`src/hdl/cwmf_pkg.sv`:
```
// Package for the clipped window median filter.
// Holds the controller state type, the configuration bundle and register codes.
// No dependencies.
`timescale 1ns / 1ps

package cwmf_pkg;

   localparam int CHANNELS   = 3;
   localparam int PIX_W      = 8;
   localparam int ROW_W      = 13;
   localparam int MAX_HEIGHT = 4096;

   // register indexes (word address bits [3:2])
   localparam logic [1:0] REG_IMAGE_WIDTH  = 2'd0;
   localparam logic [1:0] REG_IMAGE_HEIGHT = 2'd1;
   localparam logic [1:0] REG_WIN_SIDE     = 2'd2;

   typedef enum logic [2:0] {
      ST_IDLE,
      ST_EVAL,
      ST_SCAN,
      ST_SETTLE,
      ST_DECIDE,
      ST_PUT
   } state_type;

   typedef struct packed {
      logic [11:0] image_width;
      logic [12:0] image_height;
      logic [2:0]  win_side;
      logic        restart;
   } cfg_type;

endpackage

```
`src/hdl/cwmf_csr.sv`:
```
// APB-style configuration registers of the median filter.
// Depends on cwmf_pkg for the configuration bundle and register codes.
`timescale 1ns / 1ps

module cwmf_csr (
   input  logic              clock,
   input  logic              reset,
   input  logic              csr_psel,
   input  logic              csr_penable,
   input  logic              csr_pwrite,
   input  logic [3:0]        csr_paddr,
   input  logic [31:0]       csr_pwdata,
   output logic [31:0]       csr_prdata,
   output logic              csr_pready,
   output cwmf_pkg::cfg_type cfg
);
   import cwmf_pkg::*;

   logic [11:0] width_ff,  width_in;
   logic [12:0] height_ff, height_in;
   logic [2:0]  win_ff,    win_in;
   logic        wr;
   logic        restart;
   logic [1:0]  idx;

   assign csr_pready = 1'b1;
   assign wr  = csr_psel & csr_penable & csr_pwrite;
   assign idx = csr_paddr[3:2];

   // register write decode
   always_comb begin
      width_in  = width_ff;
      height_in = height_ff;
      win_in    = win_ff;
      restart   = 1'b0;
      if (wr) begin
         case (idx)
            REG_IMAGE_WIDTH: begin
               width_in = csr_pwdata[11:0];
               restart  = 1'b1;
            end
            REG_IMAGE_HEIGHT: begin
               height_in = csr_pwdata[12:0];
               restart   = 1'b1;
            end
            REG_WIN_SIDE: begin
               win_in  = csr_pwdata[2:0];
               restart = 1'b1;
            end
            default: ;
         endcase
      end
   end

   always_ff @(posedge clock) begin
      if (reset) begin
         width_ff  <= 12'd640;
         height_ff <= 13'd480;
         win_ff    <= 3'd3;
      end else begin
         width_ff  <= width_in;
         height_ff <= height_in;
         win_ff    <= win_in;
      end
   end

   // read back
   always_comb begin
      case (idx)
         REG_IMAGE_WIDTH:  csr_prdata = {20'd0, width_ff};
         REG_IMAGE_HEIGHT: csr_prdata = {19'd0, height_ff};
         REG_WIN_SIDE:     csr_prdata = {29'd0, win_ff};
         default:          csr_prdata = 32'd0;
      endcase
   end

   assign cfg.image_width  = width_ff;
   assign cfg.image_height = height_ff;
   assign cfg.win_side     = win_ff;
   assign cfg.restart      = restart;

endmodule

```
`config.mk`:
```
export PLATFORM = sky130hd
export DESIGN_NAME = cwmf_csr
export DESIGN_NICKNAME = d
export VERILOG_FILES = /design/src/hdl/cwmf_pkg.sv /design/src/hdl/cwmf_csr.sv
export SDC_FILE = /design/constraint.sdc
export NUM_CORES = 1
export LEC_CHECK = 0
export ABC_AREA = 1
export BUFFER_PORTS_ARGS = -buffer_cell sky130_fd_sc_hd__buf_2
export CAP_MARGIN = 20
export CORE_MARGIN = 5
export CORE_UTILIZATION = 37
export DETAILED_ROUTE_END_ITERATION = 7
export MAX_ROUTING_LAYER = met4
export PLACE_DENSITY = 0.85
export SYNTH_ARGS = -nofsm -noshare
export SYNTH_HDL_FRONTEND = slang
export SYNTH_SLANG_ARGS = --single-unit
```
`constraint.sdc`:
```
create_clock -name clock -period 0.9 [get_ports clock]
set_input_delay 0.135 -clock clock [delete_from_list [all_inputs] [get_ports clock]]
set_output_delay 0.135 -clock clock [all_outputs]
set_load 0.03 [all_outputs]
```
After elaboration in Yosys (flattened, before gate mapping)

Cells that the tools add are included.

Word-level logic and storage cells: 15
Output and inout bits: 62
Bits in registers: 28

Bitwise gates (word level): 2
Reduce and logical (&&, ||, !) cells: 5
Muxes and demuxes: 3
Equal/unequal tests: 2

Operator list:

| operator                                            | number |
|---|---|
| case mux 13 bit (3 select lines)                    | 1 |
| AND reduction 2 bit                                 | 3 |
| OR reduction 3 bit                                  | 1 |
| AND 1 bit                                           | 2 |
| equality test 2 x 1 -> 1 bit, second input constant | 1 |
| equality test 2 bit, second input constant          | 1 |
| logical NOT 2 bit                                   | 1 |
| 2-to-1 mux 1 bit                                    | 2 |

Depth between registers and ports, before layout

Depth after elaboration: 4
Gate-level depth with buffers: 6

Worst setup path after synthesis

Ideal clock, no wire load.

Path kind: reg-to-output
Start: register height_ff[12]
End: output port csr_prdata[12]
Slack: -0.229 ns
Data required time: 0.765 ns
Buffers on the path: 0
Cell stages (with the launch flop): 3
Arrival: 0.994 ns
Cells stage by stage: dfxtp_1 > inv_1 > nor2_1

Word-level cells in the longest chain between the ends: 1

Ends and longest elaborated chain:

| item                             | line           | text |
|---|---|---|
| start: declaration               | cwmf_csr.sv:20 | `logic [12:0] height_ff, height_in;` |
| start signal: assignment         | cwmf_csr.sv:62 | `height_ff <= height_in;` |
| case mux 13 bit (3 select lines) | cwmf_csr.sv:69 | `case (idx)` |
| end: declaration                 | cwmf_csr.sv:13 | `output logic [31:0] csr_prdata,` |

No other way between the ends.

Final worst setup path

Start: register width_ff[9]
End: output port csr_prdata[9]

Word-level cells in the longest chain between the ends: 1

Ends and longest elaborated chain:

| item                             | line           | text |
|---|---|---|
| start: declaration               | cwmf_csr.sv:19 | `logic [11:0] width_ff, width_in;` |
| start signal: assignment         | cwmf_csr.sv:61 | `width_ff <= width_in;` |
| case mux 13 bit (3 select lines) | cwmf_csr.sv:69 |  |

No other way between the ends.

==> impl_metrics.toml <==
[clocking]
htreeDepth = 1
cts.sinks = 28
ctsRootBufferMaster = "clkbuf_8"
cts_buffers = 3
cts_tree = "yes"
hold_buffers = 0
clkLatencyLatePin_ns = 0.28
clkTransAtPathRegs_ns = 0.09
cts_buffer_depth = 2

[place]
place_congestion = 0.785
detailed_place_hpwl_um = 3060
port_buffers = 61

[global_routing]
grt_busiest_layer = "met2"
overflow = 0
gr-usage-met1_pct = 18.4
grtUsageTotal_pct = 17.5
met3_usage_pct = 1.24
antenna_found_initial = 0
grt_pass1_wl_um = 7130
grt_pass1_vias = 1634
grt_use_met2_pct = 32.4
grt_max_degree = 29

[die]
core_mm2 = 0.00391
die_w_um = 73.0
initial_utilization_pct = 37.5
die_area_mm2 = 0.00533
die_height_um = 73.0
io-pin-count = 103
num_rows = 23

[timing]
setup_slack_ns = -0.232
report.final.slew_viol_count = 0
whs_ns = 0.0807
rsz0062_at_grt = "true"
max_clock_freq_mhz = 883
min_period_ns = 1.13
period_share_pct = 126
finClkSkew_ns = 0
finalSetupTns_ns = -4.83
hold_violations = 0
setup_viol = 41

[worst_setup_path]
reg2reg_slack_ns = 0.08
path_max_fanout = 2
worstSetupEndpointType = "primary output"
cp-start-kind = "flip-flop"
cp_data_arrival_time_ns = 1.00
crit_type = "reg2out"
crit_required_ns = 0.76

[min_path]
min-delay-path-class = "in2reg"

[drt]
drt_first_pass_iters = 4
drt_wl_total_um = 5080
via_per_inst = 4.73
wl_per_cell_um = 13.8
drc = 0
ant_nets = 0
first_iter_violations = 111
vias = 1746

[power_and_ir_drop]
vdd_drop_max_mv = 0.637
power_density_mw_per_mm2 = 1140
p_leak_nw = 1.36
total_power_mw = 3.08

[logic_synthesis]
ys_warn_count = 0
seq_area_frac_synth_pct = 38.2
syn_area_mm2 = 0.00147
syn_inst = 220
synth_seq_cells = 28
synth.distinct_cells = 14
avgSynthCellArea_um2 = 6.68

[run_status]
outcome = "complete, but fails checks"
violations = "negative setup slack"

[cells_and_area]
syn_to_final_growth_pct = 83.1
n_antenna_cell = 0
final_nets = 361
drive_gt1_share_pct = 54.2

[run]
drv_cap = 0
metrics by stage:
stage | instances | setup WS [ns] | util [%] | area (um^2)
after floorplan | 238 | 0.00679 | - | 1600
after global placement | 332 | -0.242 | 48.3 | 1890
after detailed placement | 332 | -0.301 | 48.3 | 1890
after CTS | 352 | -0.221 | 61.3 | 2400
after global routing | 369 | -0.253 | 68.7 | 2690
final | 369 | -0.232 | 68.7 | 2690
cell type report:
class,instances,area [um^2]
Clock buffer,3,41.3
Multi-Input combinational cell,162,813
Fill cell,279,1220
Timing Repair Buffer,108,1080
Sequential cell,28,603
Tap cell,50,62.6
Clock inverter,1,30.0
Inverter,17,63.8
cells in the mapped netlist:
cell type,count,area share [%]
buf_1,1,0.26
conb_1,2,0.51
dfxtp_1,28,38
a22o_1,9,5.4
inv_1,15,3.8
inv_2,2,0.51
clkbuf_1,1,0.26
buf_2,6,2.0
nand3_1,32,11
nor2_2,3,1.3
nand2_1,52,13
nor2_1,45,11
a21oi_1,1,0.34
buf_4,23,12
worst paths after layout:
check	from	end	depth (start not counted)
setup reg to reg	width_ff[8]$_SDFFE_PP0P_	width_ff[8]$_SDFFE_PP0P_	4
hold / removal	csr_pwdata[9]	width_ff[9]$_SDFFE_PP1P_	3
setup / recovery	width_ff[9]$_SDFFE_PP1P_	csr_prdata[9]	2
hold reg to reg	win_ff[0]$_SDFFE_PP1P_	win_ff[0]$_SDFFE_PP1P_	2
flip-flops by register name, summed over array words and instances, names as in the netlist:
register,cells
height_ff,13
width_ff,12
win_ff,3
per-layer routing:
metal / share of wire [%] / vias to the layer above / routed length, um
met1: 38 / 800 / 1920
met2: 54 / 79 / 2740
met5: 0 / - / 0
met4: 3.7 / 0 / 190
li1: - / 850 / -
met3: 4.7 / 17 / 239
logic make-up (layout without fill, tap and decap cells):
kind of cell,count (synthesis),in the layout,share of synthesized area (%)
AOI/OAI and AO/OA,10,10,5.71
buffers and inverters,48,129,18.7
and+or+nand+nor,132,132,37.0
other,2,20,0.511
DFF,28,28,38.2
worst max-delay path, cell delays in order (launching register included):
cell     delay (ns)
dfxtp_2        0.34
a22o_2         0.24
buf_6          0.14
power breakdown:
part / leakage (nW) / internal (mW) / total, mW / switching (mW)
logic: 1.09 / 0.321 / 0.789 / 0.468
registers: 0.234 / 1.26 / 1.29 / 0.0266
clock network: 0.0357 / 0.596 / 0.997 / 0.402
timing repair:
item / in CTS / in global routing
pin swaps: 13 / 7
gates cloned: 0 / 2
setup buffers: 16 / 18
endpoints found under the setup margin: 45 / 51
resized for setup: 102 / 37
layout by cell type (no fill, tap or decap), drive strengths merged:
master	count
nand2	52
clkbuf	5
buf	106
inv	17
a22o	9
a21oi	1
nor2	48
dfxtp	28
nand3	32
bufinv	1
conb	20
Note: power is estimated with default switching activity, not from simulation.
