==> src/hdl/cwmf_pkg.sv <==
// Package for the clipped window median filter.
// Holds the controller state type, the configuration bundle and register codes.
// No dependencies.
`timescale 1ns / 1ps

package cwmf_pkg;

   localparam int CHANNELS   = 3;
   localparam int PIX_W      = 8;
   localparam int ROW_W      = 13;
   localparam int MAX_HEIGHT = 4096;

   // register indexes (word address bits [3:2])
   localparam logic [1:0] REG_IMAGE_WIDTH  = 2'd0;
   localparam logic [1:0] REG_IMAGE_HEIGHT = 2'd1;
   localparam logic [1:0] REG_WIN_SIDE     = 2'd2;

   typedef enum logic [2:0] {
      ST_IDLE,
      ST_EVAL,
      ST_SCAN,
      ST_SETTLE,
      ST_DECIDE,
      ST_PUT
   } state_type;

   typedef struct packed {
      logic [11:0] image_width;
      logic [12:0] image_height;
      logic [2:0]  win_side;
      logic        restart;
   } cfg_type;

endpackage

==> src/hdl/cwmf_ifs.sv <==
// Stream interfaces of the median filter: pixel request and filtered response.
// Valid/ready handshake, a word moves when both are high. No dependencies.
`timescale 1ns / 1ps

interface cwmf_req_if;
   logic       valid;
   logic       ready;
   logic [7:0] red_in;
   logic [7:0] green_in;
   logic [7:0] blue_in;
   logic       flush;

   modport source (output valid, red_in, green_in, blue_in, flush, input ready);
   modport sink   (input valid, red_in, green_in, blue_in, flush, output ready);
endinterface

interface cwmf_rsp_if;
   logic       valid;
   logic       ready;
   logic [7:0] red_out;
   logic [7:0] green_out;
   logic [7:0] blue_out;
   logic       end_of_frame;
   logic       window_error;

   modport source (output valid, red_out, green_out, blue_out, end_of_frame,
                   window_error, input ready);
   modport sink   (input valid, red_out, green_out, blue_out, end_of_frame,
                   window_error, output ready);
endinterface

==> src/hdl/cwmf_core.sv <==
// Median filter controller: frame counters, window scan over the line store
// and bitwise rank selection per channel. Depends on cwmf_pkg and cwmf_ifs.
`timescale 1ns / 1ps

module cwmf_core #(
   parameter int MAX_WINDOW = 7,
   parameter int MAX_WIDTH  = 2048
) (
   input  logic                   clock,
   input  logic                   reset,
   input  cwmf_pkg::cfg_type      cfg,
   cwmf_req_if.sink               req_ch,
   cwmf_rsp_if.source             rsp_ch,
   output logic                   mem_wr_en,
   output logic [$clog2(MAX_WINDOW+1)-1:0] mem_wr_slot,
   output logic [$clog2(MAX_WIDTH)-1:0]    mem_wr_col,
   output logic [23:0]            mem_wr_data,
   output logic                   mem_rd_en,
   output logic [$clog2(MAX_WINDOW+1)-1:0] mem_rd_slot,
   output logic [$clog2(MAX_WIDTH)-1:0]    mem_rd_col,
   input  logic [23:0]            mem_rd_data
);
   import cwmf_pkg::*;

   localparam int SLOTS = MAX_WINDOW + 1;
   localparam int SB    = $clog2(SLOTS);
   localparam int CB    = $clog2(MAX_WIDTH);
   localparam int WB    = $clog2(MAX_WIDTH + 1);
   localparam int NB    = $clog2(MAX_WINDOW * MAX_WINDOW + 1);
   localparam int WIN_CLAMP = (MAX_WINDOW - 1) | 1;

   state_type state_ff, state_in;

   logic [CB-1:0]    in_col_ff,  in_col_in;
   logic [ROW_W-1:0] in_row_ff,  in_row_in;
   logic [SB-1:0]    in_slot_ff, in_slot_in;
   logic [CB-1:0]    out_col_ff,  out_col_in;
   logic [11:0]      out_row_ff,  out_row_in;
   logic [SB-1:0]    out_slot_ff, out_slot_in;

   logic [23:0] px_ff, px_in;
   logic        flush_ff, flush_in;
   logic        eof_ff, eof_in;
   logic        err_ff, err_in;

   logic [CB-1:0] q_ff, q_in, c0_ff, c0_in, c1_ff, c1_in;
   logic [SB-1:0] slot_ff, slot_in, slot0_ff, slot0_in;
   logic [2:0]    rows_ff, rows_in, nrows_ff, nrows_in;
   logic [NB-1:0] n_ff, n_in;
   logic [NB-1:0] cnt_ff [CHANNELS];
   logic [NB-1:0] cnt_in [CHANNELS];
   logic [NB-1:0] k_ff [CHANNELS];
   logic [NB-1:0] k_in [CHANNELS];
   logic [7:0]    pre_ff [CHANNELS];
   logic [7:0]    pre_in [CHANNELS];
   logic [7:0]    mask_ff, mask_in, bit_ff, bit_in;
   logic          rd_vld_ff, rd_vld_in;

   logic        ovld_ff, ovld_in;
   logic [23:0] odata_ff, odata_in;
   logic        oeof_ff, oeof_in, oerr_ff, oerr_in;

   // effective configuration
   logic [WB-1:0]    w_eff;
   logic [ROW_W-1:0] h_eff;
   logic [2:0]       win_c;
   logic [1:0]       m;
   logic             even;

   always_comb begin
      if (cfg.image_width == 12'd0) w_eff = WB'(1);
      else if (32'(cfg.image_width) > MAX_WIDTH) w_eff = WB'(MAX_WIDTH);
      else w_eff = WB'(cfg.image_width);
      if (cfg.image_height == 13'd0) h_eff = ROW_W'(1);
      else if (32'(cfg.image_height) > MAX_HEIGHT) h_eff = ROW_W'(MAX_HEIGHT);
      else h_eff = cfg.image_height;
      if (32'(cfg.win_side) > MAX_WINDOW) win_c = 3'(WIN_CLAMP);
      else win_c = cfg.win_side;
   end
   assign m    = win_c[2:1];
   assign even = ~cfg.win_side[0];

   // window bounds of the next output pixel
   logic [ROW_W-1:0] hm1, row_sum, hr, r0;
   logic [WB:0]      wm1, col_sum, wc, c0w;
   logic [1:0]       d;
   logic [SB+1:0]    slot_tmp;
   logic [SB-1:0]    slot_r0;
   logic             produce, out_eof;

   always_comb begin
      hm1     = h_eff - ROW_W'(1);
      row_sum = ROW_W'(out_row_ff) + ROW_W'(m);
      hr      = (row_sum > hm1) ? hm1 : row_sum;
      r0      = (out_row_ff > 12'(m)) ? ROW_W'(out_row_ff - 12'(m)) : '0;
      d       = 2'(ROW_W'(out_row_ff) - r0);
      wm1     = (WB+1)'(w_eff) - (WB+1)'(1);
      col_sum = (WB+1)'(out_col_ff) + (WB+1)'(m);
      wc      = (col_sum > wm1) ? wm1 : col_sum;
      c0w     = ((WB+1)'(out_col_ff) > (WB+1)'(m)) ?
                (WB+1)'(out_col_ff) - (WB+1)'(m) : '0;
      slot_tmp = (SB+2)'(out_slot_ff) + (SB+2)'(SLOTS) - (SB+2)'(d);
      if (slot_tmp >= (SB+2)'(SLOTS)) slot_tmp = slot_tmp - (SB+2)'(SLOTS);
      slot_r0 = SB'(slot_tmp);
      produce = (in_row_ff > hr) ||
                ((in_row_ff == hr) && ((WB+1)'(in_col_ff) > wc));
      out_eof = (ROW_W'(out_row_ff) == hm1) && ((WB+1)'(out_col_ff) == wm1);
   end

   logic accept, last_col, in_last_col, in_eof;
   assign accept = req_ch.valid & req_ch.ready;
   assign req_ch.ready = (state_ff == ST_IDLE);
   assign in_last_col = (WB'(in_col_ff) + WB'(1)) >= w_eff;
   assign in_eof = (in_row_ff == hm1) && (WB'(in_col_ff) == WB'(w_eff - WB'(1)));
   assign last_col = (q_ff == c1_ff);

   function automatic logic [SB-1:0] slot_next(input logic [SB-1:0] s);
      return (s == SB'(SLOTS - 1)) ? '0 : s + SB'(1);
   endfunction

   // next state and datapath
   always_comb begin
      logic [NB-1:0] ke;
      logic [7:0]    e;
      ke          = '0;
      e           = '0;
      state_in    = state_ff;
      in_col_in   = in_col_ff;
      in_row_in   = in_row_ff;
      in_slot_in  = in_slot_ff;
      out_col_in  = out_col_ff;
      out_row_in  = out_row_ff;
      out_slot_in = out_slot_ff;
      px_in       = px_ff;
      flush_in    = flush_ff;
      eof_in      = eof_ff;
      err_in      = err_ff;
      q_in        = q_ff;
      c0_in       = c0_ff;
      c1_in       = c1_ff;
      slot_in     = slot_ff;
      slot0_in    = slot0_ff;
      rows_in     = rows_ff;
      nrows_in    = nrows_ff;
      n_in        = n_ff;
      mask_in     = mask_ff;
      bit_in      = bit_ff;
      ovld_in     = ovld_ff & ~rsp_ch.ready;
      odata_in    = odata_ff;
      oeof_in     = oeof_ff;
      oerr_in     = oerr_ff;
      mem_wr_en   = 1'b0;
      mem_rd_en   = 1'b0;
      rd_vld_in   = 1'b0;
      for (int c = 0; c < CHANNELS; c++) begin
         cnt_in[c] = cnt_ff[c];
         k_in[c]   = k_ff[c];
         pre_in[c] = pre_ff[c];
      end

      // count the word returned by the line store
      if (rd_vld_ff) begin
         if (bit_ff[7]) n_in = n_ff + NB'(1);
         for (int c = 0; c < CHANNELS; c++) begin
            e = mem_rd_data[c*PIX_W +: PIX_W];
            if ((((e ^ pre_ff[c]) & mask_ff) == 8'd0) && ((e & bit_ff) == 8'd0))
               cnt_in[c] = cnt_ff[c] + NB'(1);
         end
      end

      case (state_ff)
         ST_IDLE: begin
            if (accept) begin
               px_in    = {req_ch.blue_in, req_ch.green_in, req_ch.red_in};
               flush_in = req_ch.flush;
               err_in   = even;
               eof_in   = 1'b0;
               if (even) begin
                  if (!req_ch.flush) begin
                     eof_in = in_eof;
                     if (in_eof) begin
                        in_col_in = '0;
                        in_row_in = '0;
                        in_slot_in = '0;
                        out_col_in = '0;
                        out_row_in = '0;
                        out_slot_in = '0;
                     end else if (in_last_col) begin
                        in_col_in = '0;
                        in_row_in = in_row_ff + ROW_W'(1);
                        in_slot_in = slot_next(in_slot_ff);
                     end else begin
                        in_col_in = in_col_ff + CB'(1);
                     end
                  end
               end else if (!req_ch.flush && (in_row_ff < h_eff)) begin
                  mem_wr_en = 1'b1;
                  if (in_last_col) begin
                     in_col_in = '0;
                     in_row_in = in_row_ff + ROW_W'(1);
                     in_slot_in = slot_next(in_slot_ff);
                  end else begin
                     in_col_in = in_col_ff + CB'(1);
                  end
               end
               state_in = ST_EVAL;
            end
         end
         ST_EVAL: begin
            if (err_ff) begin
               state_in = flush_ff ? ST_IDLE : ST_PUT;
            end else if (produce) begin
               eof_in   = out_eof;
               q_in     = CB'(c0w);
               c0_in    = CB'(c0w);
               c1_in    = CB'(wc);
               slot_in  = slot_r0;
               slot0_in = slot_r0;
               rows_in  = 3'(hr - r0);
               nrows_in = 3'(hr - r0);
               n_in     = '0;
               mask_in  = 8'h00;
               bit_in   = 8'h80;
               for (int c = 0; c < CHANNELS; c++) begin
                  cnt_in[c] = '0;
                  pre_in[c] = 8'h00;
               end
               state_in = ST_SCAN;
            end else begin
               state_in = ST_IDLE;
            end
         end
         ST_SCAN: begin
            mem_rd_en = 1'b1;
            rd_vld_in = 1'b1;
            if (last_col) begin
               q_in = c0_ff;
               if (rows_ff == 3'd0) begin
                  state_in = ST_SETTLE;
               end else begin
                  rows_in = rows_ff - 3'd1;
                  slot_in = slot_next(slot_ff);
               end
            end else begin
               q_in = q_ff + CB'(1);
            end
         end
         ST_SETTLE: begin
            state_in = ST_DECIDE;
         end
         ST_DECIDE: begin
            // fix one bit of each channel's median
            for (int c = 0; c < CHANNELS; c++) begin
               ke = bit_ff[7] ? (n_ff >> 1) : k_ff[c];
               if (ke < cnt_ff[c]) begin
                  k_in[c] = ke;
               end else begin
                  k_in[c]   = ke - cnt_ff[c];
                  pre_in[c] = pre_ff[c] | bit_ff;
               end
               cnt_in[c] = '0;
            end
            mask_in  = (mask_ff >> 1) | 8'h80;
            bit_in   = bit_ff >> 1;
            q_in     = c0_ff;
            slot_in  = slot0_ff;
            rows_in  = nrows_ff;
            state_in = bit_ff[0] ? ST_PUT : ST_SCAN;
         end
         ST_PUT: begin
            if (!ovld_ff || rsp_ch.ready) begin
               ovld_in  = 1'b1;
               odata_in = err_ff ? px_ff : {pre_ff[2], pre_ff[1], pre_ff[0]};
               oeof_in  = eof_ff;
               oerr_in  = err_ff;
               if (!err_ff) begin
                  if (eof_ff) begin
                     in_col_in = '0;
                     in_row_in = '0;
                     in_slot_in = '0;
                     out_col_in = '0;
                     out_row_in = '0;
                     out_slot_in = '0;
                  end else if ((WB'(out_col_ff) + WB'(1)) >= w_eff) begin
                     out_col_in  = '0;
                     out_row_in  = out_row_ff + 12'd1;
                     out_slot_in = slot_next(out_slot_ff);
                  end else begin
                     out_col_in = out_col_ff + CB'(1);
                  end
               end
               state_in = ST_IDLE;
            end
         end
         default: state_in = ST_IDLE;
      endcase

      // a write to a configuration register restarts the frame
      if (cfg.restart) begin
         in_col_in = '0;
         in_row_in = '0;
         in_slot_in = '0;
         out_col_in = '0;
         out_row_in = '0;
         out_slot_in = '0;
      end
   end

   always_ff @(posedge clock) begin
      if (reset) begin
         state_ff    <= ST_IDLE;
         in_col_ff   <= '0;
         in_row_ff   <= '0;
         in_slot_ff  <= '0;
         out_col_ff  <= '0;
         out_row_ff  <= '0;
         out_slot_ff <= '0;
         rd_vld_ff   <= 1'b0;
         ovld_ff     <= 1'b0;
      end else begin
         state_ff    <= state_in;
         in_col_ff   <= in_col_in;
         in_row_ff   <= in_row_in;
         in_slot_ff  <= in_slot_in;
         out_col_ff  <= out_col_in;
         out_row_ff  <= out_row_in;
         out_slot_ff <= out_slot_in;
         rd_vld_ff   <= rd_vld_in;
         ovld_ff     <= ovld_in;
      end
   end

   // payload registers
   always_ff @(posedge clock) begin
      px_ff    <= px_in;
      flush_ff <= flush_in;
      eof_ff   <= eof_in;
      err_ff   <= err_in;
      q_ff     <= q_in;
      c0_ff    <= c0_in;
      c1_ff    <= c1_in;
      slot_ff  <= slot_in;
      slot0_ff <= slot0_in;
      rows_ff  <= rows_in;
      nrows_ff <= nrows_in;
      n_ff     <= n_in;
      mask_ff  <= mask_in;
      bit_ff   <= bit_in;
      odata_ff <= odata_in;
      oeof_ff  <= oeof_in;
      oerr_ff  <= oerr_in;
      for (int c = 0; c < CHANNELS; c++) begin
         cnt_ff[c] <= cnt_in[c];
         k_ff[c]   <= k_in[c];
         pre_ff[c] <= pre_in[c];
      end
   end

   assign mem_wr_slot = in_slot_ff;
   assign mem_wr_col  = in_col_ff;
   assign mem_wr_data = {req_ch.blue_in, req_ch.green_in, req_ch.red_in};
   assign mem_rd_slot = slot_ff;
   assign mem_rd_col  = q_ff;

   assign rsp_ch.valid        = ovld_ff;
   assign rsp_ch.red_out      = odata_ff[7:0];
   assign rsp_ch.green_out    = odata_ff[15:8];
   assign rsp_ch.blue_out     = odata_ff[23:16];
   assign rsp_ch.end_of_frame = oeof_ff;
   assign rsp_ch.window_error = oerr_ff;

endmodule

==> src/flat_wrapper.sv <==
// flat-port wrapper written by rule: the top's interface ports become plain ports
module cwmf_core_flat import cwmf_pkg::*;
#(
   parameter int MAX_WINDOW = 7,
   parameter int MAX_WIDTH  = 2048
)
  (clock, reset, cfg, mem_wr_en, mem_wr_slot, mem_wr_col, mem_wr_data, mem_rd_en, mem_rd_slot, mem_rd_col, mem_rd_data, req_ch_valid, req_ch_red_in, req_ch_green_in, req_ch_blue_in, req_ch_flush, req_ch_ready, rsp_ch_valid, rsp_ch_red_out, rsp_ch_green_out, rsp_ch_blue_out, rsp_ch_end_of_frame, rsp_ch_window_error, rsp_ch_ready);
  cwmf_req_if req_ch_i ();
  cwmf_rsp_if rsp_ch_i ();
  input  logic clock;
  input  logic reset;
  input  cwmf_pkg::cfg_type cfg;
  output logic mem_wr_en;
  output logic [$clog2(MAX_WINDOW+1)-1:0] mem_wr_slot;
  output logic [$clog2(MAX_WIDTH)-1:0] mem_wr_col;
  output logic [23:0] mem_wr_data;
  output logic mem_rd_en;
  output logic [$clog2(MAX_WINDOW+1)-1:0] mem_rd_slot;
  output logic [$clog2(MAX_WIDTH)-1:0] mem_rd_col;
  input  logic [23:0] mem_rd_data;
  input wire logic [$bits(req_ch_i.valid)-1:0] req_ch_valid;
  input wire logic [$bits(req_ch_i.red_in)-1:0] req_ch_red_in;
  input wire logic [$bits(req_ch_i.green_in)-1:0] req_ch_green_in;
  input wire logic [$bits(req_ch_i.blue_in)-1:0] req_ch_blue_in;
  input wire logic [$bits(req_ch_i.flush)-1:0] req_ch_flush;
  output wire logic [$bits(req_ch_i.ready)-1:0] req_ch_ready;
  output wire logic [$bits(rsp_ch_i.valid)-1:0] rsp_ch_valid;
  output wire logic [$bits(rsp_ch_i.red_out)-1:0] rsp_ch_red_out;
  output wire logic [$bits(rsp_ch_i.green_out)-1:0] rsp_ch_green_out;
  output wire logic [$bits(rsp_ch_i.blue_out)-1:0] rsp_ch_blue_out;
  output wire logic [$bits(rsp_ch_i.end_of_frame)-1:0] rsp_ch_end_of_frame;
  output wire logic [$bits(rsp_ch_i.window_error)-1:0] rsp_ch_window_error;
  input wire logic [$bits(rsp_ch_i.ready)-1:0] rsp_ch_ready;
  assign req_ch_i.valid = req_ch_valid;
  assign req_ch_i.red_in = req_ch_red_in;
  assign req_ch_i.green_in = req_ch_green_in;
  assign req_ch_i.blue_in = req_ch_blue_in;
  assign req_ch_i.flush = req_ch_flush;
  assign req_ch_ready = req_ch_i.ready;
  assign rsp_ch_valid = rsp_ch_i.valid;
  assign rsp_ch_red_out = rsp_ch_i.red_out;
  assign rsp_ch_green_out = rsp_ch_i.green_out;
  assign rsp_ch_blue_out = rsp_ch_i.blue_out;
  assign rsp_ch_end_of_frame = rsp_ch_i.end_of_frame;
  assign rsp_ch_window_error = rsp_ch_i.window_error;
  assign rsp_ch_i.ready = rsp_ch_ready;
  cwmf_core #(.MAX_WINDOW(MAX_WINDOW), .MAX_WIDTH(MAX_WIDTH)) u_core (.clock(clock), .reset(reset), .cfg(cfg), .req_ch(req_ch_i), .rsp_ch(rsp_ch_i), .mem_wr_en(mem_wr_en), .mem_wr_slot(mem_wr_slot), .mem_wr_col(mem_wr_col), .mem_wr_data(mem_wr_data), .mem_rd_en(mem_rd_en), .mem_rd_slot(mem_rd_slot), .mem_rd_col(mem_rd_col), .mem_rd_data(mem_rd_data));
endmodule
==> config.mk <==
export PLATFORM = sky130hd
export DESIGN_NAME = cwmf_core_flat
export DESIGN_NICKNAME = d
export VERILOG_FILES = /design/src/hdl/cwmf_pkg.sv /design/src/hdl/cwmf_ifs.sv /design/src/hdl/cwmf_core.sv /design/src/flat_wrapper.sv
export SDC_FILE = /design/constraint.sdc
export NUM_CORES = 1
export LEC_CHECK = 0
export BUFFER_PORTS_ARGS = -buffer_cell sky130_fd_sc_hd__buf_4
export CORE_MARGIN = 3
export CORE_UTILIZATION = 50
export CTS_CLUSTER_SIZE = 24
export DETAILED_ROUTE_END_ITERATION = 10
export GPL_ROUTABILITY_DRIVEN = 1
export GPL_TIMING_DRIVEN = 1
export PLACE_DENSITY = 0.69
export SLEW_MARGIN = 20
export SYNTH_ARGS = -nofsm -noshare
export SYNTH_HDL_FRONTEND = slang
export SYNTH_SLANG_ARGS = --single-unit
==> constraint.sdc <==
create_clock -name clock -period 13.65 [get_ports clock]
set_input_delay 0.6825 -clock clock [delete_from_list [all_inputs] [get_ports clock]]
set_output_delay 0.6825 -clock clock [all_outputs]
set_load 0.005 [all_outputs]
# == Word level (Yosys, flattened, before mapping) ==
# Memory sizes are Yosys's and may differ from the RTL's.
# Cells that the tools add are included.
# word_totals
regBits,178
mem_bits_rw,60
in_bits,82
output_inout_bits,82
word_cells,294
mem_count,3
# memory_table
name,words,width,read_ports,rd_clocked_by_memory_dff,wr,line_no,source
u_core.pre_ff,3,8,3,0,3,cwmf_core.sv:54,logic [7:0] pre_ff [CHANNELS];
u_core.cnt_ff,3,6,3,0,3,cwmf_core.sv:50,logic [NB-1:0] cnt_ff [CHANNELS];
u_core.k_ff,3,6,3,0,3,cwmf_core.sv:52,logic [NB-1:0] k_ff [CHANNELS];
# op_classes
add_sub_neg,30
n_lt_le_gt_ge,15
n_eq_ne,29
n_mux,137
bitwise_logic,17
reduce_logical,37
# op_table
operator,n
$mux 11,21
$mux 13,13
$mux 12,10
$mux 3,37
$mux 6,14
$mux 18,4
$mux 24,3
$mux 8,7
$and 8x8->8,6
$logic_not 8->1,6
$pmux 24 s2,1
$pmux 11 s2,2
$gt 13x13->1,3
$pmux 18 s2,1
$add 11x1->11 const B,3
$pmux 11 s3,1
$pmux 8 s2,2
$eq 13x13->1,2
$pmux 13 s2,1
$add 11x1->12 const B,2
$add 6x1->6 const B,4
$ge 12x12->1,2
$or 8x8->8,3
$pmux 12 s2,1
59 further kinds,116

# == Depth between registers and ports, before layout ==
# Gate-level depths: netlist (run 1).
# depth
ltp_word,12
ltp_mapped,33

# == Least setup slack after synthesis (run 1) ==
# No wires, ideal clock.
# synth_timing
path_type,in2reg
start,in cfg[16] in the netlist's numbering
end,reg u_core.c0_ff[0] (enable)
setup_ns,0.453
arrival_ns,7.019
path_slack_ns,6.179
cell_stages,32
n_path_buf,7
path_cell_list,clkbuf_1 -> clkbuf_1 -> buf_1 -> a21oi_1 -> inv_1 -> ha_1 -> clkbuf_1 -> clkbuf_1 -> nor2_1 -> a221oi_1 -> and2_1 -> ha_1 -> and4_1 -> nand2_1 -> nor3_1 -> a211o_1 -> a31oi_1 -> clkbuf_1 -> nor2_1 -> a21oi_1 -> inv_1 -> ha_1 -> nor2b_1 -> o21a_1 -> o21ai_0 -> a211o_1 -> a31oi_1 -> o31ai_1 -> o21ai_0 -> nor2_1 -> clkinv_1 -> clkbuf_1
# synth_between
elab_chain_len,10
elab_cells_between_ends,12
classes_between,add/sub: 1; order compare: 3; eq/ne: 1; mux: 3; reduce/logical: 4
# synth_lines
item,line_no,source
"start, declared",flat_wrapper.sv:12,input cwmf_pkg::cfg_type cfg;
$gt 13x13->1,cwmf_core.sv:75,else if (32'(cfg.image_height) > MAX_HEIGHT) h_eff = ROW_W'(MAX_HEIGHT);
$mux 13,cwmf_core.sv:75,
$mux 13 *,cwmf_core.sv:74,if (cfg.image_height == 13'd0) h_eff = ROW_W'(1);
$sub 13x1->13 *,cwmf_core.sv:92,hm1 = h_eff - ROW_W'(1);
$gt 13x13->1,cwmf_core.sv:94,hr = (row_sum > hm1) ? hm1 : row_sum;
$mux 13 *,cwmf_core.sv:94,
branches (longest 2 deep; another with $gt 13x13->1),--,
$logic_or 1x1->1 *,cwmf_core.sv:105,produce = (in_row_ff > hr) ||
$reduce_and 3->1 (no line) *,--,
"end signal, assigned",cwmf_core.sv:340,c0_ff <= c0_in;
"end, declared",cwmf_core.sv:46,"logic [CB-1:0] q_ff, q_in, c0_ff, c0_in, c1_ff, c1_in;"
# Every way passes the cells marked *.
# A chain may end at the register's enable or synchronous reset.

# == Final worst setup path (run 1) ==
# layout_timing
start,in cfg[10] in the netlist's numbering
end,reg u_core.c1_ff[9] (enable)
# layout_between
elab_chain_len,10
elab_cells_between_ends,12
classes_between,add/sub: 1; order compare: 3; eq/ne: 1; mux: 3; reduce/logical: 4
# layout_lines
item,line_no,source
$gt 13x13->1,cwmf_core.sv:75,
$mux 13,cwmf_core.sv:75,
$mux 13 *,cwmf_core.sv:74,
$sub 13x1->13 *,cwmf_core.sv:92,
$gt 13x13->1,cwmf_core.sv:94,
$mux 13 *,cwmf_core.sv:94,
branches (longest 2 deep; another with $gt 13x13->1),--,
$logic_or 1x1->1 *,cwmf_core.sv:105,
$reduce_and 3->1 (no line) *,--,
"end signal, assigned",cwmf_core.sv:341,c1_ff <= c1_in;
"end, declared",cwmf_core.sv:46,
# Marked as above.

==> metrics.txt, run 1 <==
Max-slew headroom 23.9%; vias in the first global route 13,700; slowest stage cell on the critical path nor4_2; Post-CTS Setup Bufs 0; RSZ-0062 raised after global routing no; 1st-iter DRT viols 1,152; CTS buffer count 27; most common cell after layout, fill and taps aside buf_4; critical path's top delay family compound AO/OA/AOI/OAI gates; CP required 13,820 ps; fin area 19,200 µm²; flops & latches, synth 238; Die Span Y 190 µm; Synth Warn # 0; Fin. Hold Viols 0; initial antenna violation count 0; Rows 66; TNS Setup 0 ps; Critical Path Start Type input pin; Setup WS post-layout 5570 ps; CORE AREA 32,900 µm²; CTS Hold Bufs 0; Initial Utilization 51.4%; CP peak stage delay 690 ps; Finished Layout Cells 2,383; Setup violations, final 0; CTS clk-pin slew, worst paths 60 ps; Peak VDD IR 0.100 mV; Clock Tree Buf Depth 3; WL per Instance 19.9 µm; FFs w/ async S/R, synth 0%; IO buf count 163; H-tree depth 1; die width 190 µm; Tmin final 8080 ps; clock latency on the worst-skew pair 550 ps; top_reg_cell synth edfxtp_1; Mapped Area 16,900 µm²; Remaining Overflow, GRT 0; Routed Antenna Nets 0; first-pass GRT wire length 73,700 µm; Pwr Density 102 nW/µm²; clk sinks 238; Max Cap Viol 0; P&R area growth vs syn 13.0%; most frequent CP cell buf_4; Seq/Total Area, Yosys 37.3%; worst-margin pin slew 1130 ps; Static Leakage 7.80 nW; DRC Markers 0; Post-synth EDFFs 156; GRT Total Usage 25.4%; nets 2,142; Critical Path End Type register; critical-path maximum fanout 38; Pins Over Slew Limit 0; # IOs 164; pre-CTS WS 5200 ps; wirelength, routed 47,400 µm; CTS tree yes; Vias 14,200; most frequent cells in the layout buf_4, nor2_1, edfxtp_1; Min-Delay Path Class in -> reg; Netlist cell types 88; WP data arrival 8250 ps; Die Area 36,100 µm²; max frequency 0.124 GHz; crit path buf inv count 7; Syn Inst Count 1,829; diodes inserted 0; syn_nets 2,051; DR pass1 iterations 6; Placed Area 18,300 µm²; CTS root buf clkbuf_16; global placer's final weighted congestion 0.970; Clock Skew 31.8 ps; kind of critical path in -> reg; layout cells sized above 1 15.0%; Final period util 59.2%; status finished clean; routed vias/inst 5.96; Pwr Total 1.95 mW; dpl cells 2,333; DP HPWL 35,700 µm; pin count of the biggest net entering global routing 58; syn avg cell area 9.26 µm²; number of gates resized after CTS 0
-- cell usage after synthesis, types with 34 or more instances --
cell / count / area share, %
mux2_2: 34 / 2.3
nor3_1: 55 / 1.6
inv_1: 104 / 2.3
a21oi_1: 81 / 2.4
o21ai_0: 54 / 1.6
xnor2_1: 104 / 5.4
clkbuf_1: 73 / 1.6
edfxtp_1: 156 / 28
xor2_1: 69 / 3.6
nand2_1: 150 / 3.3
dfxtp_1: 82 / 9.7
ha_1: 131 / 9.7
nand3_1: 39 / 1.2
a21o_1: 34 / 1.5
nand4_1: 44 / 1.6
nor2_1: 174 / 3.9
-- flip-flops by register name (all words and copies together), names as in the netlist, 11 cells and up --
| name | cells |
|---|---|
| u_core.px_ff | 24 |
| u_core.mem_rd_col | 11 |
| u_core.cnt_ff | 18 |
| u_core.in_row_ff | 13 |
| u_core.odata_ff | 24 |
| u_core.c1_ff | 11 |
| u_core.c0_ff | 11 |
| u_core.pre_ff | 24 |
| u_core.out_col_ff | 11 |
| u_core.out_row_ff | 12 |
| u_core.mem_wr_col | 11 |
| u_core.k_ff | 18 |
-- worst paths after layout --
check	startpoint	endpoint	slack (ps)	cells past startpoint
max	cfg[10]	u_core.c1_ff[9]	5570	29
min	req_ch_red_in[1]	u_core.px_ff[1]	320	1
max reg2reg	u_core.out_row_ff[0]	u_core.c1_ff[9]	7100	25
min reg2reg	u_core.mem_wr_slot[2]	u_core.mem_wr_slot[2]	490	2
-- metal layers --
| metal | track usage (%) | part of all wire [%] |
|---|---|---|
| met1 | 34.1 | 43 |
| met2 | 42.2 | 46 |
| met3 | 3.34 | 7.0 |
| met4 | 9.07 | 3.7 |
| met5 | 0 | 0 |
-- metrics by stage --
stage	hold WS [ps]	util, %
after floorplan	424	-
after global placement	463	55.5
after detailed placement	473	55.5
after CTS	293	58.1
after global routing	297	58.1
final	318	58.1
-- where the power goes --
part,switching [mW],total (mW),internal [mW]
Combinational,0.214,0.387,0.173
Clock,0.296,0.711,0.415
Sequential,0.0294,0.848,0.819
Total,0.539,1.95,1.41
-- logic make-up (layout without fill, tap and decap cells) --
| family | after synthesis | in the layout | synth area share, % |
|---|---|---|---|
| other cells | 1 | 1 | 0.0221 |
| simple gates | 658 | 658 | 19.8 |
| xor+xnor | 174 | 174 | 9.08 |
| buf+inv | 225 | 337 | 5.73 |
| compound gates | 338 | 338 | 13.8 |
| mux | 55 | 55 | 3.50 |
| flops | 238 | 238 | 37.3 |
| fa+ha+maj | 140 | 140 | 10.7 |
-- area by class of cell --
cell class,instances,area (µm²)
Fill cell,2856,13800
Multi-Input combinational cell,1366,9650
Sequential cell,238,6330
Timing Repair Buffer,181,1360
Clock buffer,36,729
Tap cell,442,553
Inverter,106,398
Clock inverter,14,138
No activity file was read; power rests on OpenSTA's default activity.
==> run 2, diff against run 1 <==
Clock period 13.65 ns to 7.7 ns, I/O delays scaled along.
==> run 2 against run 1 <==
Worst setup slack worse by 5000 ps. Sequential share of layout area down 0.48 points. Flip-flop and latch count unchanged. Global-route usage up 0.25 points. Die area unchanged. Combinational power up 80%. Critical path type unchanged. Largest cell class unchanged. Largest power group unchanged.
==> metrics.txt, run 2 (synthesized netlist as in run 1, its figures left out) <==
status finished clean; Final period util 93.1%; Routed Antenna Nets 0; Finished Layout Cells 2,408; RR Startpoint u_core.out_row_ff[0]; Rows 66; wirelength, routed 47,600 µm; reg2reg path depth 24; r2r endpoint u_core.pre_ff[0][6]; Min-Delay Path Class in -> reg; Critical Path Start Type input pin; Max-slew headroom 31.9%; Pins Over Slew Limit 0; layout cells sized above 1 15.5%; slowest stage cell on the critical path or4_1; Setup violations, final 0; Clock Tree Buf Depth 3; Fin. Hold Viols 0; WL per Instance 19.8 µm; Final Util 59.0%; DP HPWL 35,200 µm; dpl cells 2,337; Max Cap Viol 0; CTS root buf clkbuf_16; Comb power frac 19.8%; Sw Pwr 0.987 mW; internal power 2.53 mW; critical path's top delay family simple AND/OR/NAND/NOR gates; P&R area growth vs syn 14.7%; # IOs 164; Pwr Total 3.52 mW; hold depth 1; CTS tree yes; initial antenna violation count 1; CTS buffer count 27; GRT Total Usage 25.6%; clk sinks 238; Critical Path End Type register; part of the power in registers 42.8%; Die Area 36,100 µm²; most common cell after layout, fill and taps aside buf_4; pin count of the biggest net entering global routing 58; H-tree depth 1; Pwr Density 181 nW/µm²; most frequent CP cell nor2_1; worst-margin pin slew 1010 ps; Die Span Y 190 µm; CORE AREA 32,900 µm²; CP required 7870 ps; WP data arrival 7340 ps; IO buf count 163; Setup WS post-layout 531 ps; fin area 19,400 µm²; Static Leakage 7.93 nW; die width 190 µm; critical-path maximum fanout 25; vias in the first global route 13,700; Switching Share 28.1%; pre-CTS WS 26.2 ps; global placer's final weighted congestion 0.956; kind of critical path in -> reg; CTS clk-pin slew, worst paths 60 ps; reg-to-reg setup timing slack 1210 ps; worst hold slack 24.9 ps; Tmin final 7170 ps; most frequent cells in the layout buf_4, nor2_1, edfxtp_1; Hold Path End u_core.px_ff[19]; 1st-iter DRT viols 1,123; nets 2,166; max frequency 0.139 GHz; Remaining Overflow, GRT 0; DRC Markers 0; Initial Utilization 51.4%; Clk pwr share 37.4%; Vias 14,400; Clock Skew 14.0 ps; largest registers u_core.odata_ff (24), u_core.pre_ff (24), u_core.px_ff (24); first-pass GRT wire length 74,900 µm; clock latency on the worst-skew pair 560 ps; hold path start req_ch_blue_in[3]; TNS Setup 0 ps; Placed Area 18,300 µm²; DR pass1 iterations 5; CP peak stage delay 610 ps; Peak VDD IR 0.152 mV; crit path buf inv count 5; routed vias/inst 5.97; RSZ-0062 raised after global routing no
[run 2: changes by cell type in the layout (fill, tap and decap cells not counted), moves of 2 or more]
cell	before	now
buf_4	181	185
clkbuf_8	2	5
dlygate4sd3_1	0	20
clkinvlp_4	0	2
clkinv_2	5	7
clkbuf_1	7	2
clkinv_1	7	4
[run 2: how the worst max path moves through the flow]
stage / cells past startpoint / to / from / slack [ps]
floorplan: 32 / u_core.c0_ff[0] / cfg[16] / 530
global placement: 31 / u_core.mem_rd_col[6] / cfg[20] / 180
detailed placement: 31 / u_core.mask_ff[2] / cfg[20] / 30
CTS: 31 / u_core.bit_ff[1] / cfg[20] / 590
global route: 31 / u_core.mem_rd_col[4] / cfg[20] / 20
finish: 31 / u_core.mem_rd_col[4] / cfg[20] / 530
[run 2: layout make-up]
| cell class | instances | area (µm²) |
|---|---|---|
| Fill cell | 2834 | 13500 |
| Multi-Input combinational cell | 1366 | 9660 |
| Sequential cell | 238 | 6330 |
| Timing Repair Buffer | 205 | 1590 |
| Clock buffer | 34 | 752 |
| Tap cell | 442 | 553 |
| Inverter | 106 | 398 |
| Clock inverter | 16 | 160 |
| Antenna cell | 1 | 2.50 |
[run 2: what timing repair did]
item,CTS,global route
setup endpoints to repair,0,16
resized for setup,0,1
setup buffers,0,0
hold endpoints to repair,20,0
hold buffers,20,0
[run 2: per-layer routing]
metal  wire, µm  GRT usage (%)  up-vias
met5          0              0        -
met1      20400           34.8     6894
li1           -              -     6843
met2      22300           42.6      540
met4       1720           8.47        0
met3       3200           3.13       95
[run 2: power groups by stage]
stage | clock [mW] | combinational (mW) | sequential, mW
floorplan | 0 | 0.501 | 1.51
global placement | 0 | 0.658 | 1.53
detailed placement | 0 | 0.679 | 1.53
CTS | 1.34 | 0.695 | 1.50
global route | 1.39 | 0.775 | 1.51
finish | 1.32 | 0.696 | 1.51
